==> src/rtl/core/pccc_pkg.sv <==
// Shared types, codes and the byte-wise CRC-32 step for the PNG chunk CRC checker.
// No dependencies; every other file in rtl/core imports this package.
package pccc_pkg;

    localparam int QUEUE_DEPTH = 2;

    localparam logic [31:0] CRC_POLY = 32'hEDB8_8320;
    localparam logic [31:0] CRC_INIT = 32'hFFFF_FFFF;

    localparam logic [1:0] ST_OK         = 2'd0;
    localparam logic [1:0] ST_MISMATCH   = 2'd1;
    localparam logic [1:0] ST_TRUNC_LEN  = 2'd2;
    localparam logic [1:0] ST_TRUNC_BODY = 2'd3;

    localparam logic ACT_BYTE = 1'b0;
    localparam logic ACT_END  = 1'b1;

    // Work codes passed from the parser to the execution side.
    typedef enum logic [2:0] {
        OP_LEN      = 3'd0,
        OP_TYPE     = 3'd1,
        OP_DATA     = 3'd2,
        OP_CRC      = 3'd3,
        OP_CRC_LAST = 3'd4,
        OP_END_LEN  = 3'd5,
        OP_END_BODY = 3'd6
    } op_t;

    typedef struct packed {
        logic       action;
        logic [7:0] data_byte;
    } in_beat_t;

    typedef struct packed {
        logic [1:0]  status;
        logic [31:0] chunk_type;
        logic [31:0] chunk_length;
        logic [31:0] computed_crc;
        logic [31:0] trailer_crc;
        logic [1:0]  length_bytes_seen;
    } result_t;

    typedef struct packed {
        op_t        op;
        logic [7:0] data_byte;
        logic [1:0] seen;
    } cmd_t;

    function automatic logic [31:0] crc_byte(input logic [31:0] c_in, input logic [7:0] b);
        logic [31:0] c;
        c = c_in ^ {24'd0, b};
        for (int k = 0; k < 8; k++) begin
            c = (c >> 1) ^ (c[0] ? CRC_POLY : 32'd0);
        end
        return c;
    endfunction

    function automatic logic op_has_result(input op_t op);
        return (op == OP_CRC_LAST) || (op == OP_END_LEN) || (op == OP_END_BODY);
    endfunction

endpackage

==> src/rtl/core/pccc_back.sv <==
// Execution side: captures fields, runs the CRC-32 and holds the result register.
// Depends on pccc_pkg.
module pccc_back
    import pccc_pkg::*;
(
    input  logic    aclk,
    input  logic    aresetn,
    input  logic    cmd_valid,
    output logic    cmd_ready,
    input  cmd_t    cmd,
    output logic    m_valid,
    input  logic    m_ready,
    output result_t m_data
);

    logic [31:0] length_reg, length_next;
    logic [31:0] type_reg, type_next;
    logic [31:0] crc_reg, crc_next;
    logic [31:0] trailer_reg, trailer_next;
    logic        out_valid_reg;
    result_t     out_reg, res;
    logic        room, take, emit;
    logic [31:0] crc_final, trailer_full;

    assign room      = !out_valid_reg || m_ready;
    assign cmd_ready = !op_has_result(cmd.op) || room;
    assign take      = cmd_valid && cmd_ready;
    assign emit      = take && op_has_result(cmd.op);

    assign crc_final    = ~crc_reg;
    assign trailer_full = {trailer_reg[23:0], cmd.data_byte};

    always_comb begin
        length_next  = length_reg;
        type_next    = type_reg;
        crc_next     = crc_reg;
        trailer_next = trailer_reg;
        res          = '0;
        unique case (cmd.op)
            OP_LEN:  length_next = {length_reg[23:0], cmd.data_byte};
            OP_TYPE: begin
                type_next = {type_reg[23:0], cmd.data_byte};
                crc_next  = crc_byte(crc_reg, cmd.data_byte);
            end
            OP_DATA: crc_next = crc_byte(crc_reg, cmd.data_byte);
            OP_CRC:  trailer_next = trailer_full;
            OP_CRC_LAST: begin
                res.status       = (crc_final == trailer_full) ? ST_OK : ST_MISMATCH;
                res.chunk_type   = type_reg;
                res.chunk_length = length_reg;
                res.computed_crc = crc_final;
                res.trailer_crc  = trailer_full;
            end
            OP_END_LEN: begin
                res.status            = ST_TRUNC_LEN;
                res.length_bytes_seen = cmd.seen;
            end
            OP_END_BODY: begin
                res.status       = ST_TRUNC_BODY;
                res.chunk_type   = type_reg;
                res.chunk_length = length_reg;
            end
            default: res = '0;
        endcase
        // Start the next chunk from a clean slate after any result.
        if (op_has_result(cmd.op)) begin
            length_next  = 32'd0;
            type_next    = 32'd0;
            crc_next     = CRC_INIT;
            trailer_next = 32'd0;
        end
    end

    always_ff @(posedge aclk) begin
        if (!aresetn) begin
            length_reg    <= 32'd0;
            type_reg      <= 32'd0;
            crc_reg       <= CRC_INIT;
            trailer_reg   <= 32'd0;
            out_valid_reg <= 1'b0;
        end else begin
            if (take) begin
                length_reg  <= length_next;
                type_reg    <= type_next;
                crc_reg     <= crc_next;
                trailer_reg <= trailer_next;
            end
            if (emit) begin
                out_valid_reg <= 1'b1;
            end else if (m_ready) begin
                out_valid_reg <= 1'b0;
            end
        end
    end

    always_ff @(posedge aclk) begin
        if (emit) begin
            out_reg <= res;
        end
    end

    assign m_valid = out_valid_reg;
    assign m_data  = out_reg;

endmodule

==> config.mk <==
export PLATFORM = sky130hd
export DESIGN_NAME = pccc_back
export DESIGN_NICKNAME = d
export VERILOG_FILES = /design/src/rtl/core/pccc_pkg.sv /design/src/rtl/core/pccc_back.sv
export SDC_FILE = /design/constraint.sdc
export NUM_CORES = 1
export LEC_CHECK = 0
export BUFFER_PORTS_ARGS = -buffer_cell sky130_fd_sc_hd__buf_2
export CAP_MARGIN = 20
export CORE_ASPECT_RATIO = 0.6
export CORE_UTILIZATION = 57
export DETAILED_ROUTE_END_ITERATION = 10
export GPL_TIMING_DRIVEN = 0
export PLACE_DENSITY = 0.87
export SKIP_CTS_REPAIR_TIMING = 1
export SYNTH_ARGS = -nofsm -noshare
export SYNTH_HDL_FRONTEND = slang
export SYNTH_SLANG_ARGS = --single-unit
==> constraint.sdc <==
create_clock -name aclk -period 7.2 [get_ports aclk]
set_clock_uncertainty 0.05 [all_clocks]
set_input_delay 0.72 -clock aclk [delete_from_list [all_inputs] [get_ports aclk]]
set_output_delay 0.72 -clock aclk [all_outputs]
set_load 0.03 [all_outputs]
==> impl_metrics.py <==
metrics = {
    "clock_network": {
        "cts_buffers": 22,
        "clock_tree.root_cell": "clkbuf_16",
        "clock_sinks": 253,
        "clk_pin_slew_ns": 0.07,
        "cts_tree": "built",
        "h-tree-depth": 1,
        "clk_latency_ns": 0.51,
        "cts_buffer_depth": 3,
    },
    "run": {
        "maxCapViolCount": 0,
    },
    "drt": {
        "drc": 0,
        "vias_per_cell": 5.64,
        "wl_um": 24800,
        "wl_per_cell_um": 19.6,
        "dr.pass1.iters": 6,
        "drt-initial-drc-count": 598,
        "ant_nets": 0,
        "vias": 7139,
    },
    "power": {
        "power_leakage_uw": 0.00447,
        "peakVddDrop_v": 0.000207,
        "finalPower_uw": 3440,
        "p_per_area_mw_per_mm2": 283,
    },
    "layout": {
        "mostFrequentLayoutCells": "buf_2, edfxtp_1, dfxtp_1, and2_1, nand2_1",
        "syn_to_final_growth_pct": 17.8,
        "largest_reg_flops": 132,
        "mostFrequentLayoutCell": "buf_2",
        "final_nets": 1034,
        "n_antenna_cell": 0,
        "final_cells": 1266,
        "multi_input_comb_area_mm2": 0.00373,
        "n_fill_cell": 1262,
        "final-seq-area_mm2": 0.00639,
        "drive_gt1_share_pct": 19.9,
    },
    "die": {
        "dieHeight_um": 106,
        "die_area_mm2": 0.0187,
        "start_util_pct": 59.3,
        "core-area_mm2": 0.0174,
        "die_w_um": 176,
        "fp-row-count": 37,
        "io_pins": 151,
    },
    "synth": {
        "yosys-top-cells-area": "edfxtp_1, dfxtp_1, and2_1",
        "yosysWarnings": 0,
        "synth.top_cell.area_share_pct": 38.4,
        "syn_inst": 842,
        "synth.distinct_cells": 36,
        "synth-seq-area-share_pct": 61.9,
        "synth_top_cell_by_area": "edfxtp_1",
        "syn_avg_cell_area_um2": 12.3,
        "synth_seq_cells": 253,
        "syn-num-nets": 860,
        "synthesis.area_mm2": 0.0103,
    },
    "worst_setup_path": {
        "path_max_fanout": 70,
        "cp.required_ns": 7.54,
        "cp-start-kind": "input pin",
        "arrival_ns": 3.22,
        "critical-path-max-stage-delay_ns": 0.89,
        "worstSetupPathType": "input pin to register",
        "worst_path_max_delay_cell": "and3_4",
        "endpoint_kind": "register",
        "path_cells": "buf_2 -> a21boi_0 -> and3_4 -> nor2_1 -> clkbuf_1 -> a22oi_1 -> nor2b_1",
    },
    "global_routing": {
        "grt.overflow.total": 0,
        "gr-usage-all-layers_pct": 26.6,
        "grt_pass1_vias": 6558,
        "antenna_found_initial": 0,
        "grt_pass1_wl_um": 37600,
        "grt_max_degree": 71,
    },
    "sta": {
        "finalCritPeriodShare_pct": 40.0,
        "slew_headroom_pct": 37.4,
        "rsz0062_at_grt": "no",
        "fmax_mhz": 347,
        "finalCriticalPeriod_ns": 2.88,
        "tightest_slew_ns": 0.939,
        "hold_viol": 0,
        "setup_violations": 0,
        "drv_slew": 0,
    },
    "place": {
        "place_inst": 1226,
        "post-dp-hpwl_um": 17600,
        "gp_congestion": 0.943,
        "io_buffers": 149,
    },
    "status": {
        "status": "complete, no violations",
    },
    "hold_path": {
        "hold_class": "register to register",
    },
}
## stage by stage
| stage | hold WS (ns) | util (%) | setup TNS, ns | cell area (um^2) | setup slack [ns] |
|---|---|---|---|---|---|
| after floorplan | 0.386 | - | 0 | 10300 | 1.79 |
| after global placement | 0.400 | 65.2 | -0.0450 | 11400 | -0.00873 |
| after detailed placement | 0.404 | 65.4 | 0 | 11400 | 3.87 |
| after CTS | 0.414 | 69.8 | 0 | 12200 | 4.38 |
| after global routing | 0.434 | 69.8 | 0 | 12200 | 4.18 |
| final | 0.413 | 69.8 | 0 | 12200 | 4.32 |
## routing by layer
metal | up-vias | share of wire (%) | wire length [um] | global-route usage (%)
met5 | - | 0 | 0 | 0
met4 | 0 | 1.1 | 285 | 5.03
met3 | 23 | 9.8 | 2430 | 5.54
met2 | 335 | 42 | 10400 | 38.1
met1 | 3498 | 47 | 11700 | 41.5
li1 | 3283 | - | - | -
## Yosys cell counts
cell and number:
nor3_1 1, o2111a_1 2, clkbuf_1 49, inv_1 2, o21ai_0 5, nor2_1 40
xor2_1 19, xnor3_2 2, o22ai_1 21, or2_2 1, xnor2_2 9, nand2_1 62
nor2b_1 59, buf_2 1, xor2_2 2, nand3_1 37, nand4_1 4, edfxtp_1 132
nand2b_1 6, o2111ai_1 2, xnor3_1 6, o22a_1 5, buf_1 2, nor4_1 6
a21boi_0 34, and2_2 1, and2_1 95, xnor2_4 4, dfxtp_1 121, nand3b_1 1
and3_1 4, a22oi_1 56, ha_1 1, xor3_1 3, xnor2_1 46, o21ai_1 1
## worst max-delay path, delay by kind of cell
family,cells,cell delay [ns]
buffers and inverters,2,0.49
and+or+nand+nor,3,1.25
AOI/OAI and AO/OA,2,0.69
## where the power goes
part           internal [uW]  switching (uW)
clock network            734             515
registers               1570            64.0
logic                    259             297
total                   2560             876
## logic make-up (layout without fill, tap and decap cells)
logic type                 after synthesis  count (layout)  share of synthesized area (%)
buffers and inverters                   54             244                           1.98
adders and majority gates                1               1                          0.121
AOI/OAI and AO/OA                      126             126                           8.92
DFF                                    253             253                           61.9
xor gates and xnor gates                91              91                           10.8
and+or+nand+nor                        317             317                           16.3
## worst paths after layout
kind                                         to  cells after the start         start  slack, ns
worst min-delay path               type_reg[26]                      2  type_reg[26]       0.41
worst max-delay path            trailer_reg[23]                      7       cmd[11]       4.32
worst max register to register  trailer_reg[23]                      6       m_valid       4.81
worst min register to register     type_reg[26]                      2  type_reg[26]       0.41
## layout make-up
type | count | area share [%]
Sequential cell | 253 | 52.5
Clock inverter | 9 | 0.988
Clock buffer | 31 | 5.31
Inverter | 2 | 0.0618
Tap cell | 234 | 2.41
Timing Repair Buffer | 150 | 6.36
Buffer | 52 | 1.62
Multi-Input combinational cell | 535 | 30.7
Power figures use the tool's default switching activity.
